### src/assert_macros.svh
// Assertion macros shared by the cache set RTL.
`ifndef ASSERT_MACROS_SVH
`define ASSERT_MACROS_SVH

`ifndef SYNTH
`define ASSERT_ALWAYS(lbl, clk, rst, prop, msg) \
   lbl: assert property (@(posedge clk) disable iff (rst) (prop)) else $error(msg);
`define ASSERT_SAME(lbl, clk, rst, ante, cons, msg) \
   lbl: assert property (@(posedge clk) disable iff (rst) (ante) |-> (cons)) else $error(msg);
`define ASSERT_NEXT(lbl, clk, rst, ante, cons, msg) \
   lbl: assert property (@(posedge clk) disable iff (rst) (ante) |=> (cons)) else $error(msg);
`else
`define ASSERT_ALWAYS(lbl, clk, rst, prop, msg)
`define ASSERT_SAME(lbl, clk, rst, ante, cons, msg)
`define ASSERT_NEXT(lbl, clk, rst, ante, cons, msg)
`endif

`endif

### src/lcsw_pkg.sv
// Shared types and constants of the cache set.
`timescale 1ns / 1ps
package lcsw_pkg;

   localparam int WAYS_DEFAULT     = 8;
   localparam int TAG_BITS_DEFAULT = 52;

   localparam int REQ_TAG_W = 52;
   localparam int RSP_TAG_W = 52;
   localparam int WAY_OUT_W = 3;
   localparam int CFG_W     = 4;

   localparam logic [CFG_W-1:0] CFG_WAYS_RESET = 4'd8;

   typedef enum logic {
      MODE_READ  = 1'b0,
      MODE_WRITE = 1'b1
   } mode_type;

   // Outcome of one lookup: exactly one of the three is set.
   typedef struct packed {
      logic hit;
      logic fill;
      logic evict;
   } lookup_flags_type;

endpackage

### src/lcsw_chan_if.sv
// Request and response channel interfaces of the cache set.
`timescale 1ns / 1ps
interface lcsw_req_if;
   import lcsw_pkg::*;

   logic                 valid;
   logic                 ready;
   logic                 mode;
   logic [REQ_TAG_W-1:0] tag;

   modport source (output valid, output mode, output tag, input ready);
   modport sink   (input valid, input mode, input tag, output ready);
endinterface

interface lcsw_rsp_if;
   import lcsw_pkg::*;

   logic                 valid;
   logic                 ready;
   logic                 hit;
   logic [WAY_OUT_W-1:0] way;
   logic                 evicted;
   logic                 write_back;
   logic [RSP_TAG_W-1:0] victim_tag;

   modport source (output valid, output hit, output way, output evicted,
                   output write_back, output victim_tag, input ready);
   modport sink   (input valid, input hit, input way, input evicted,
                   input write_back, input victim_tag, output ready);
endinterface

### src/lru_cache_set_writeback_core.sv
// Top level of one write-back, write-allocate cache set with LRU replacement.
// A request is held in the request register; its response is registered in the response register.
// Throughput: one request per cycle while responses are taken, since the combinational tag
// compare and recency update run between the request register and the response register.
// Reset clears the dirty bits, recency ranks and fill count, and sets ways_in_use to
// min(8, WAYS); stored tags are not reset and are only read once their way is filled.
`timescale 1ns / 1ps
`include "assert_macros.svh"
module lru_cache_set_writeback_core #(
   parameter int WAYS     = lcsw_pkg::WAYS_DEFAULT,
   parameter int TAG_BITS = lcsw_pkg::TAG_BITS_DEFAULT
) (
   input  logic                        clock,
   input  logic                        reset,
   lcsw_req_if.sink                    req_chan,
   lcsw_rsp_if.source                  rsp_chan,
   input  logic                        csr_valid,
   output logic                        csr_ready,
   input  logic [lcsw_pkg::CFG_W-1:0]  csr_data
);
   import lcsw_pkg::*;

   localparam int WayW = $clog2(WAYS);
   localparam int CntW = $clog2(WAYS + 1);
   localparam int LimitReset = (int'(CFG_WAYS_RESET) > WAYS) ? WAYS : int'(CFG_WAYS_RESET);

   // The request register holds one request. It moves on when the response
   // register is empty or is being drained in the same cycle, so a new request
   // can enter every cycle while the pipe flows.
   logic                in_valid_ff;
   logic                in_mode_ff;
   logic [TAG_BITS-1:0] in_tag_ff;
   logic                advance;

   // Response register.
   logic                 rsp_valid_ff;
   logic                 rsp_hit_ff;
   logic [WAY_OUT_W-1:0] rsp_way_ff;
   logic                 rsp_evicted_ff;
   logic                 rsp_write_back_ff;
   logic [RSP_TAG_W-1:0] rsp_victim_tag_ff;

   // Set state. Tags carry no reset; the fill count guards every read of them.
   logic [TAG_BITS-1:0] tag_ff   [WAYS];
   logic [TAG_BITS-1:0] tag_in   [WAYS];
   logic [WAYS-1:0]     dirty_ff;
   logic [WAYS-1:0]     dirty_in;
   logic [WayW-1:0]     rank_ff  [WAYS];
   logic [WayW-1:0]     rank_in  [WAYS];
   logic [CntW-1:0]     count_ff;
   logic [CntW-1:0]     count_in;

   // The ways_in_use register is kept already clamped to 1..WAYS.
   logic [CntW-1:0]     limit_ff;
   logic [CntW-1:0]     limit_in;

   logic [WayW-1:0]     sel_way;
   lookup_flags_type    flags;
   logic [CntW-1:0]     touch_rank;
   logic                is_write;

   assign advance          = in_valid_ff && (!rsp_valid_ff || rsp_chan.ready);
   assign req_chan.ready   = !in_valid_ff || advance;
   assign csr_ready        = 1'b1;
   assign is_write         = (in_mode_ff == MODE_WRITE);

   // Request register.
   always_ff @(posedge clock) begin
      if (reset) begin
         in_valid_ff <= 1'b0;
      end else if (req_chan.ready) begin
         in_valid_ff <= req_chan.valid;
      end
   end

   always_ff @(posedge clock) begin
      if (req_chan.valid && req_chan.ready) begin
         in_mode_ff <= req_chan.mode;
         in_tag_ff  <= TAG_BITS'(req_chan.tag);
      end
   end

   // A zero setting acts as one way, and a setting above the way count as all ways.
   always_comb begin
      if (csr_data == '0) begin
         limit_in = CntW'(1);
      end else if (int'(csr_data) > WAYS) begin
         limit_in = CntW'(WAYS);
      end else begin
         limit_in = CntW'(csr_data);
      end
   end

   always_ff @(posedge clock) begin
      if (reset) begin
         limit_ff <= CntW'(LimitReset);
      end else if (csr_valid && csr_ready) begin
         limit_ff <= limit_in;
      end
   end

   lcsw_lookup #(
      .WAYS     (WAYS),
      .TAG_BITS (TAG_BITS)
   ) u_lookup (
      .tag_q      (in_tag_ff),
      .line_tags  (tag_ff),
      .line_ranks (rank_ff),
      .fill_count (count_ff),
      .ways_limit (limit_ff),
      .sel_way    (sel_way),
      .flags      (flags)
   );

   // The selected way becomes most recent. Filled ways that were more recent
   // than it age by one. A fill treats the new way as older than every filled
   // way, so all filled ways age.
   assign touch_rank = flags.fill ? count_ff : CntW'(rank_ff[sel_way]);

   always_comb begin
      tag_in   = tag_ff;
      dirty_in = dirty_ff;
      rank_in  = rank_ff;
      count_in = count_ff;
      for (int i = 0; i < WAYS; i++) begin
         if ((CntW'(i) < count_ff) && (WayW'(i) != sel_way)
             && (CntW'(rank_ff[i]) < touch_rank)) begin
            rank_in[i] = rank_ff[i] + WayW'(1);
         end
      end
      rank_in[sel_way] = '0;
      if (flags.hit) begin
         dirty_in[sel_way] = dirty_ff[sel_way] | is_write;
      end else begin
         dirty_in[sel_way] = is_write;
         tag_in[sel_way]   = in_tag_ff;
      end
      if (flags.fill) begin
         count_in = count_ff + CntW'(1);
      end
   end

   always_ff @(posedge clock) begin
      if (reset) begin
         dirty_ff <= '0;
         count_ff <= '0;
         for (int i = 0; i < WAYS; i++) begin
            rank_ff[i] <= '0;
         end
      end else if (advance) begin
         dirty_ff <= dirty_in;
         count_ff <= count_in;
         rank_ff  <= rank_in;
      end
   end

   always_ff @(posedge clock) begin
      if (advance) begin
         tag_ff <= tag_in;
      end
   end

   // Response register.
   always_ff @(posedge clock) begin
      if (reset) begin
         rsp_valid_ff <= 1'b0;
      end else if (advance) begin
         rsp_valid_ff <= 1'b1;
      end else if (rsp_chan.ready) begin
         rsp_valid_ff <= 1'b0;
      end
   end

   always_ff @(posedge clock) begin
      if (advance) begin
         rsp_hit_ff        <= flags.hit;
         rsp_way_ff        <= WAY_OUT_W'(sel_way);
         rsp_evicted_ff    <= flags.evict;
         rsp_write_back_ff <= flags.evict && dirty_ff[sel_way];
         rsp_victim_tag_ff <= flags.evict ? RSP_TAG_W'(tag_ff[sel_way]) : '0;
      end
   end

   assign rsp_chan.valid      = rsp_valid_ff;
   assign rsp_chan.hit        = rsp_hit_ff;
   assign rsp_chan.way        = rsp_way_ff;
   assign rsp_chan.evicted    = rsp_evicted_ff;
   assign rsp_chan.write_back = rsp_write_back_ff;
   assign rsp_chan.victim_tag = rsp_victim_tag_ff;

   `ASSERT_ALWAYS(a_count_bound, clock, reset, int'(count_ff) <= WAYS, "fill count above way count")
   `ASSERT_SAME(a_wb_needs_evict, clock, reset, rsp_valid_ff && rsp_write_back_ff, rsp_evicted_ff && !rsp_hit_ff, "write-back without eviction")
   `ASSERT_NEXT(a_fill_counts, clock, reset, advance && flags.fill, count_ff == $past(count_ff) + CntW'(1), "fill did not grow the set")
   `ASSERT_NEXT(a_touch_newest, clock, reset, advance, rank_ff[$past(sel_way)] == '0, "accessed way is not most recent")
   `ASSERT_SAME(a_one_outcome, clock, reset, in_valid_ff, $onehot(flags), "lookup outcome not unique")

endmodule

### src/lcsw_lookup.sv
// Tag match, fill check and least-recent victim search over the set.
`timescale 1ns / 1ps
module lcsw_lookup #(
   parameter int WAYS     = lcsw_pkg::WAYS_DEFAULT,
   parameter int TAG_BITS = lcsw_pkg::TAG_BITS_DEFAULT
) (
   input  logic [TAG_BITS-1:0]                 tag_q,
   input  logic [TAG_BITS-1:0]                 line_tags  [WAYS],
   input  logic [$clog2(WAYS)-1:0]             line_ranks [WAYS],
   input  logic [$clog2(WAYS+1)-1:0]           fill_count,
   input  logic [$clog2(WAYS+1)-1:0]           ways_limit,
   output logic [$clog2(WAYS)-1:0]             sel_way,
   output lcsw_pkg::lookup_flags_type          flags
);
   import lcsw_pkg::*;

   localparam int WayW = $clog2(WAYS);
   localparam int CntW = $clog2(WAYS + 1);

   logic [WAYS-1:0] match;
   logic [WAYS-1:0] oldest;
   logic [CntW-1:0] last_rank;
   logic [WayW-1:0] hit_way;
   logic [WayW-1:0] victim_way;
   logic            any_hit;
   logic            full;

   assign last_rank = fill_count - CntW'(1);
   assign full      = (fill_count >= ways_limit);

   always_comb begin
      for (int i = 0; i < WAYS; i++) begin
         match[i]  = (CntW'(i) < fill_count) && (line_tags[i] == tag_q);
         oldest[i] = (CntW'(i) < fill_count) && (line_ranks[i] == last_rank[WayW-1:0]);
      end
   end

   // Lowest index wins in both searches.
   always_comb begin
      hit_way    = '0;
      victim_way = '0;
      for (int i = WAYS - 1; i >= 0; i--) begin
         if (match[i]) begin
            hit_way = WayW'(i);
         end
         if (oldest[i]) begin
            victim_way = WayW'(i);
         end
      end
   end

   assign any_hit = |match;

   always_comb begin
      flags.hit   = any_hit;
      flags.fill  = !any_hit && !full;
      flags.evict = !any_hit && full;
      if (any_hit) begin
         sel_way = hit_way;
      end else if (full) begin
         sel_way = victim_way;
      end else begin
         sel_way = fill_count[WayW-1:0];
      end
   end

endmodule
### src/flat_wrapper.sv
// flat-port wrapper written by rule: the top's interface ports become plain ports
module lru_cache_set_writeback_core_flat import lcsw_pkg::*;
#(
   parameter int WAYS     = lcsw_pkg::WAYS_DEFAULT,
   parameter int TAG_BITS = lcsw_pkg::TAG_BITS_DEFAULT
)
  (clock, reset, csr_valid, csr_ready, csr_data, req_chan_valid, req_chan_mode, req_chan_tag, req_chan_ready, rsp_chan_valid, rsp_chan_hit, rsp_chan_way, rsp_chan_evicted, rsp_chan_write_back, rsp_chan_victim_tag, rsp_chan_ready);
  lcsw_req_if req_chan_i ();
  lcsw_rsp_if rsp_chan_i ();
  input  logic clock;
  input  logic reset;
  input  logic csr_valid;
  output logic csr_ready;
  input  logic [lcsw_pkg::CFG_W-1:0] csr_data;
  input wire logic [$bits(req_chan_i.valid)-1:0] req_chan_valid;
  input wire logic [$bits(req_chan_i.mode)-1:0] req_chan_mode;
  input wire logic [$bits(req_chan_i.tag)-1:0] req_chan_tag;
  output wire logic [$bits(req_chan_i.ready)-1:0] req_chan_ready;
  output wire logic [$bits(rsp_chan_i.valid)-1:0] rsp_chan_valid;
  output wire logic [$bits(rsp_chan_i.hit)-1:0] rsp_chan_hit;
  output wire logic [$bits(rsp_chan_i.way)-1:0] rsp_chan_way;
  output wire logic [$bits(rsp_chan_i.evicted)-1:0] rsp_chan_evicted;
  output wire logic [$bits(rsp_chan_i.write_back)-1:0] rsp_chan_write_back;
  output wire logic [$bits(rsp_chan_i.victim_tag)-1:0] rsp_chan_victim_tag;
  input wire logic [$bits(rsp_chan_i.ready)-1:0] rsp_chan_ready;
  assign req_chan_i.valid = req_chan_valid;
  assign req_chan_i.mode = req_chan_mode;
  assign req_chan_i.tag = req_chan_tag;
  assign req_chan_ready = req_chan_i.ready;
  assign rsp_chan_valid = rsp_chan_i.valid;
  assign rsp_chan_hit = rsp_chan_i.hit;
  assign rsp_chan_way = rsp_chan_i.way;
  assign rsp_chan_evicted = rsp_chan_i.evicted;
  assign rsp_chan_write_back = rsp_chan_i.write_back;
  assign rsp_chan_victim_tag = rsp_chan_i.victim_tag;
  assign rsp_chan_i.ready = rsp_chan_ready;
  lru_cache_set_writeback_core #(.WAYS(WAYS), .TAG_BITS(TAG_BITS)) u_core (.clock(clock), .reset(reset), .req_chan(req_chan_i), .rsp_chan(rsp_chan_i), .csr_valid(csr_valid), .csr_ready(csr_ready), .csr_data(csr_data));
endmodule
### config.mk
export PLATFORM = sky130hd
export DESIGN_NAME = lru_cache_set_writeback_core_flat
export DESIGN_NICKNAME = d
export VERILOG_FILES = /design/src/lcsw_pkg.sv /design/src/lcsw_chan_if.sv /design/src/lru_cache_set_writeback_core.sv /design/src/lcsw_lookup.sv /design/src/flat_wrapper.sv
export VERILOG_INCLUDE_DIRS = /design/src /design/src/src
export SDC_FILE = /design/constraint.sdc
export NUM_CORES = 1
export LEC_CHECK = 0
export BUFFER_PORTS_ARGS = -buffer_cell sky130_fd_sc_hd__buf_4
export CORE_MARGIN = 2
export CORE_UTILIZATION = 30
export DETAILED_ROUTE_END_ITERATION = 6
export GPL_ROUTABILITY_DRIVEN = 0
export HOLD_SLACK_MARGIN = 0.05
export PLACE_DENSITY = 0.43
export SLEW_MARGIN = 40
export SYNTH_ARGS = -nofsm -noshare
export SYNTH_HDL_FRONTEND = slang
export SYNTH_SLANG_ARGS = --single-unit
### constraint.sdc
create_clock -name clock -period 12.9 [get_ports clock]
set_clock_uncertainty 0.05 [all_clocks]
set_input_delay 1.29 -clock clock [delete_from_list [all_inputs] [get_ports clock]]
set_output_delay 1.29 -clock clock [all_outputs]
set_load 0.01 [all_outputs]
==> summary.txt, run 1 <==
Yosys reg bits - 569
maximum number of pins on one net before global-route repair - 73
final layout net count - 2667
final routed wirelength across all metal layers - 120000 microns
initial antenna violation count - 3
maximum operating frequency - 135 MHz
cell accounting for the most synthesized area - edfxtp_1
Max rail drop VDD - 0.0793 mV
clock buffers created by TritonCTS - 72
die outline width - 314 microns
pins over their slew limit - 0
number of distinct library cells after synthesis - 73
number of DRC markers after the initial detailed-route iteration - 2412
Ys Warns - 0
CTS clk-pin slew, worst paths - 60 ps
PortBufs - 121
total congestion overflow - 0
number of search-and-repair iterations in the first detailed-routing pass - 7
r2r startpoint - u_core.in_tag_ff[18]$_DFFE_PP_
number of global-route vias before repair - 21000
Design Area, Final - 0.0336 sq mm
routed length per placed instance - 30.8 microns
CP delay by family, top - simple AND/OR/NAND/NOR gates
r2r worst-path depth - 22
Hold Fails Final Rpt - 0
final core occ - 35.3%
buffering stage count on the worst path with inverters included - 2
series of cell instances along the critical path - xnor2_1 -> nand4_1 -> nor4_1 -> nand4_1 -> a21bo_2 -> nor3_4 -> nand2_8 -> inv_2 -> a221o_4 -> clkinv_4 -> o21ai_0 -> nand3_1 -> nand2_1 -> a21oi_2 -> ha_1 -> o21a_1 -> o21ai_0 -> o21ai_0 -> a21oi_1 -> a21oi_2 -> or4b_1 -> nand2_1
mean instance size in the synthesized netlist - 11.6 sq um
leading cell types by total area after synthesis - edfxtp_1 55%, xnor2_1 7.8%, xor2_1 5.4%
CTS sink count - 569
hold path startpoint - u_core.dirty_ff[2]$_SDFFE_PP0P_
Critical Setup Path Class - register to register
top-level I/O count - 123
unrepaired setup endpoints after global routing - no
uppermost layer routed - met5
routed wire length on met3 - 9270 microns
CP Capture Type - register
worst setup slack for register-to-register paths - 5470 ps
Total Die Area - 0.0985 sq mm
net count of the mapped netlist - 2572
endpoint of the lowest-slack register-to-register path - u_core.rank_ff[11]$_SDFFE_PP0P_
slew at the pin closest to its max-slew limit - 980 ps
count of buffers added by post-CTS timing repair for setup - 0
first-pass GRT wire length - 167000 microns
via/cell ratio - 5.43
Hold Buf Count CTS - 0
count of nets left with antenna violations after detail routing - 0
final-layout worst hold slack - 426 ps
die outline height - 314 microns
placed inst area - 0.0312 sq mm
number of antenna cells inserted - 0
data arrival time of the critical path - 7960 ps
root buffer selected by CTS - clkbuf_16
core area - 0.0950 sq mm
EDFF count, synth - 527
time the final worst path needs with I/O delays and setup - 7430 ps
routed vias - 21100
worst min-delay path class - register to register
count of mapped cells out of synthesis - 2480
worst hold endpoint - u_core.dirty_ff[2]$_SDFFE_PP0P_
wire length on met1 - 49200 microns
Detail Placement HPWL - 84200 microns
layout cell share with drive strength beyond 1 - 12.4%
kind of start point of the critical path - register
Post-route DRC - 0
max-capacitance violation count - 0
instance count along the most critical hold path - 2
required time of the worst setup path - 13430 ps
highest fanout seen on the critical path - 54
fraction of synthesized cell area taken by the top area cell type - 54.9%
maximum clock path buffer count - 3
total leakage power - 11.9 nW
power per cell area - 138 mW/mm^2
post-synthesis instance area - 0.0288 sq mm
latest clock arrival within the worst-skew pair - 650 ps
area delta synth->final - 16.6%
relative slew slack - 34.5%
final setup vio count - 0
sequential cell area fraction in the yosys report - 57.9%
H-tree depth - 3
CTS tree - yes
Critical Path Slowest Stage Cell - edfxtp_1
share of the clock period used by the worst path - 57.6%
critical path's most frequent cell - o21ai_0
number of rows in the core area - 113
combined global-route utilization of all metal layers - 24.0%
total negative setup slack - 0 ps
status - complete, no violations
share of synthesized registers carrying an async set or reset - 0%
cts repair resizes - 0
starting density of the core - 30.3%
most used flip-flop cell after synthesis - edfxtp_1
length of routed met2 wiring - 54800 microns
Largest stage delay, worst path - 680 ps
## kinds of logic (layout without fill, tap and decap cells)
logic type	after synthesis	count (layout)	synth area share (%)
adders and majority gates	30	30	1.30
and+or+nand+nor	852	852	14.4
other	1	1	0.0130
muxes	126	126	4.38
buffers and inverters	181	330	2.78
xor gates and xnor gates	436	436	13.3
AOI/OAI and AO/OA	285	285	5.90
DFF	569	569	57.9
## tightest hold or removal path: cells and delay by family, from the launching register on
kind | cells | cell delay (ps)
AND/OR/NAND/NOR | 1 | 60
multiplexers | 1 | 50
flip-flops | 1 | 310
## per-stage QoR
stage | total power, mW | cells | setup slack (ps)
floorplan | 2.41 | 2480 | 3220
global placement | 2.64 | 3758 | 4300
detailed placement | 2.64 | 3764 | 5430
CTS | 4.68 | 3892 | 5400
global route | 4.79 | 3894 | 5150
finish | 4.65 | 3894 | 5470
## layout by cell type (no fill, tap or decap), types with 8 or more instances in the layout
cell type and n:
nor4_2 8, xnor2_1 255, nor2_1 256, buf_4 148
buf_6 17, xor2_1 177, inv_1 28, clkbuf_1 16
edfxtp_1 527, nor2b_1 19, a31oi_1 10, nor3_1 20
nand2_1 165, a21oi_1 77, nand3_1 129, clkinv_1 9
nor4_1 84, mux2i_1 125, o21ai_0 119, nand2b_1 22
clkbuf_16 72, bufinv_16 8, clkinv_2 10, dfxtp_1 40
ha_1 30, o211ai_1 14, nand4_1 97
## cell usage after synthesis (21+ instances only)
| cell type | n |
|---|---|
| mux2i_1 | 125 |
| nor3_1 | 21 |
| nor4_1 | 91 |
| buf_2 | 51 |
| nand3_1 | 129 |
| nand4_1 | 97 |
| a21oi_1 | 80 |
| xnor2_1 | 258 |
| inv_1 | 30 |
| nor2_1 | 263 |
| edfxtp_1 | 527 |
| clkbuf_1 | 71 |
| ha_1 | 30 |
| xor2_1 | 177 |
| dfxtp_1 | 42 |
| o21ai_0 | 119 |
| nand2_1 | 165 |
| nand2b_1 | 22 |
## where the power goes
group | leakage, nW | switching (mW) | internal (mW)
clock | 1.13 | 0.826 | 1.21
combinational | 5.56 | 0.342 | 0.149
sequential | 5.18 | 0.0601 | 2.06
total | 11.9 | 1.23 | 3.42
## layer usage
| metal | up-vias | track usage [%] |
|---|---|---|
| met5 | - | 0 |
| met4 | 4 | 12.2 |
| met3 | 272 | 5.39 |
| met2 | 1006 | 37.8 |
| met1 | 10700 | 30.9 |
| li1 | 9197 | - |
## flip-flops by register name (all words and copies together) (netlist names)
name and count:
u_core.in_tag_ff 52, u_core.dirty_ff 8, u_core.rsp_chan.hit 1, u_core.rsp_chan.way 3
u_core.rsp_chan.valid 1, u_core.in_mode_ff 1, u_core.rank_ff 24, u_core.count_ff 4
u_core.rsp_chan.victim_tag 52, u_core.limit_ff 4, u_core.rsp_chan.write_back 1, u_core.in_valid_ff 1
u_core.tag_ff 416, u_core.rsp_chan.evicted 1
## worst max-delay path by stage
stage	startpoint	to	slack, ps	depth (start not counted)
2_1_floorplan	rsp_chan_ready	u_core.tag_ff[104]$_DFFE_PP_	3220	6
6_report	u_core.in_tag_ff[18]$_DFFE_PP_	u_core.rank_ff[11]$_SDFFE_PP0P_	5470	22
3_5_place_dp	u_core.count_ff[0]$_SDFFE_PP0P_	u_core.rank_ff[11]$_SDFFE_PP0P_	5430	24
4_1_cts	u_core.count_ff[0]$_SDFFE_PP0P_	u_core.rank_ff[11]$_SDFFE_PP0P_	5400	24
3_3_place_gp	u_core.count_ff[3]$_SDFFE_PP0P_	u_core.rank_ff[11]$_SDFFE_PP0P_	4300	22
5_1_grt	u_core.in_tag_ff[46]$_DFFE_PP_	u_core.rank_ff[11]$_SDFFE_PP0P_	5150	21
## final cells by class
| type | count | area, sq um |
|---|---|---|
| Timing Repair Buffer | 169 | 1360 |
| Tap cell | 1265 | 1580 |
| Clock buffer | 91 | 1900 |
| Inverter | 33 | 134 |
| Fill cell | 9441 | 61400 |
| Sequential cell | 569 | 16700 |
| Clock inverter | 37 | 415 |
| Multi-Input combinational cell | 1730 | 11500 |
No activity file was read; power rests on OpenSTA's default activity.
==> inputs of run 2 (changes only) <==
- PLACE_DENSITY: 0.43 -> 0.44
- clock period: 12.9 -> 6.75 ns (I/O delays scaled with it)
==> summary.txt, run 2 (synthesized netlist as in run 1, its figures left out) <==
status - complete, no violations
placed inst area - 0.0315 sq mm (+0.91%)
H-tree depth - 3 (unchanged)
power per cell area - 264 mW/mm^2 (+91%)
maximum number of pins on one net before global-route repair - 115 (+58%)
first-pass GRT wire length - 166000 microns (-0.48%)
Critical Setup Path Class - register to register
latest clock arrival within the worst-skew pair - 680 ps (+30 ps)
number of DRC markers after the initial detailed-route iteration - 2614 (+8.4%)
Filler Cell Count - 9324 (-1.2%)
initial antenna violation count - 3 (unchanged)
Post-route DRC - 0 (unchanged)
sequential group share of total power - 45.1% (-0.6 points)
combined global-route utilization of all metal layers - 24.0% (-0.025 points)
die outline width - 314 microns (unchanged)
final layout net count - 2694 (+1.0%)
maximum operating frequency - 156 MHz (+16%)
final routed wirelength across all metal layers - 120000 microns (about the same)
Design Area, Final - 0.0339 sq mm (+1.0%)
root buffer selected by CTS - clkbuf_16
number of antenna cells inserted - 0 (unchanged)
cell internal pwr - 6.51 mW (+90%)
clock network fraction of total power - 44.2% (+0.5 points)
total negative setup slack - 0 ps (unchanged)
number of search-and-repair iterations in the first detailed-routing pass - 5 (-2)
CTS clk-pin slew, worst paths - 60 ps (about the same)
most flop-heavy register - u_core.tag_ff
unrepaired setup endpoints after global routing - no
total congestion overflow - 0 (unchanged)
share of total power in combinational logic - 10.8% (+0.2 points)
leading cell types in the layout, fill and taps excluded - 527 x edfxtp_1, 256 x nor2_1, 255 x xnor2_1
data arrival time of the critical path - 6910 ps (-1050 ps)
required time of the worst setup path - 7230 ps (-6200 ps)
most common cell after layout, fill and taps aside - edfxtp_1
Total Die Area - 0.0985 sq mm (unchanged)
switch share - 27.3% (+0.91 points)
Hold Buf Count CTS - 0 (unchanged)
pins over their slew limit - 0 (unchanged)
routed vias - 21400 (+1.0%)
routed length per placed instance - 30.6 microns (-0.66%)
share of the clock period used by the worst path - 95.2% (+38 points)
clock buffers created by TritonCTS - 70 (-2.8%)
count of nets left with antenna violations after detail routing - 0 (unchanged)
core area - 0.0950 sq mm (unchanged)
die outline height - 314 microns (unchanged)
layout cell share with drive strength beyond 1 - 13.3% (+0.96 points)
switching power - 2.45 mW (+99%)
time the final worst path needs with I/O delays and setup - 6430 ps (-1000 ps)
starting density of the core - 30.3% (unchanged)
maximum clock path buffer count - 3 (unchanged)
r2r worst-path depth - 16 (-27%)
PortBufs - 121 (unchanged)
CP Capture Type - register
number of global-route vias before repair - 20800 (-0.85%)
via/cell ratio - 5.44 (+0.28%)
top-level I/O count - 123 (unchanged)
Largest register FFs - 416 (unchanged)
CTS tree - yes
instance count along the most critical hold path - 1 (-1)
Max rail drop VDD - 0.232 mV (+190%)
kind of start point of the critical path - register
CTS sink count - 569 (unchanged)
max-capacitance violation count - 0 (unchanged)
area delta synth->final - 17.8%
final setup vio count - 0 (unchanged)
worst min-delay path class - input pin to register
Detail Placement HPWL - 83500 microns (-0.87%)
relative slew slack - 35.4% (+0.88 points)
Hold Fails Final Rpt - 0 (unchanged)
final core occ - 35.7% (+0.36 points)
slew at the pin closest to its max-slew limit - 970 ps (-9.89 ps)
number of rows in the core area - 113 (unchanged)
count of buffers added by post-CTS timing repair for setup - 0 (unchanged)
total leakage power - 12.1 nW (+1.6%)
highest fanout seen on the critical path - 114 (+110%)
cts repair resizes - 0 (unchanged)
==> run 2: power by group through the flow <==
stage          clock [mW]  sequential (mW)  combinational (mW)
2_1_floorplan           0             4.07               0.534
3_3_place_gp            0             4.11               0.947
3_5_place_dp            0             4.11               0.948
4_1_cts              4.02             4.04               0.954
5_1_grt              4.15             4.04                1.01
6_report             3.95             4.04               0.964
==> run 2: area by class of cell <==
cell class / count / area, sq um / share of cell area [%]
well taps: 1265 / 1580 / 4.67
inverters: 33 / 133 / 0.391
multi-input cells: 1730 / 11500 / 33.9
repair buffers: 198 / 1650 / 4.87
clock inverters: 48 / 591 / 1.74
clock buffers: 80 / 1800 / 5.30
flip-flops and latches: 569 / 16700 / 49.1
==> run 2: path summary, 6_finish.rpt <==
kind                              startpoint                               to  slack, ps
max            u_core.in_tag_ff[0]$_DFFE_PP_   u_core.rank_ff[5]$_SDFFE_PP0P_        320
min                         req_chan_tag[26]   u_core.in_tag_ff[26]$_DFFE_PP_        120
max reg2reg    u_core.in_tag_ff[0]$_DFFE_PP_   u_core.rank_ff[5]$_SDFFE_PP0P_        320
min reg2reg  u_core.dirty_ff[1]$_SDFFE_PP0P_  u_core.dirty_ff[1]$_SDFFE_PP0P_        420
==> run 2: per-layer routing <==
layer | global-route usage (%) | share of wire [%]
met4 | 13.3 | 6.1
met1 | 31.4 | 41
met2 | 37.5 | 45
met5 | 0 | 0.0067
met3 | 4.27 | 7.1
==> run 2: critical path, stage by stage (launching register included) <==
cell and delay (ps):
edfxtp_1 870, xor2_1 370, nor4_1 800, nand4_1 220
or4_4 580, o21ai_0 180, o221ai_1 290, a21oi_4 250
buf_4 200, buf_4 590, buf_12 510, nand3_1 360
nand2_1 190, nor2_1 70, a21o_1 220, a21o_1 190
a211oi_1 190
==> run 2: metrics by stage <==
| step | total power [mW] | cells | hold slack (ps) | setup WS, ps |
|---|---|---|---|---|
| after global routing | 9.20 | 3923 | 86.6 | 97.9 |
| final | 8.95 | 3923 | 119 | 321 |
| after global placement | 5.06 | 3793 | 414 | 114 |
| after floorplan | 4.60 | 2480 | 398 | 347 |
| after CTS | 9.02 | 3922 | 80.9 | 313 |
| after detailed placement | 5.06 | 3794 | 419 | 394 |
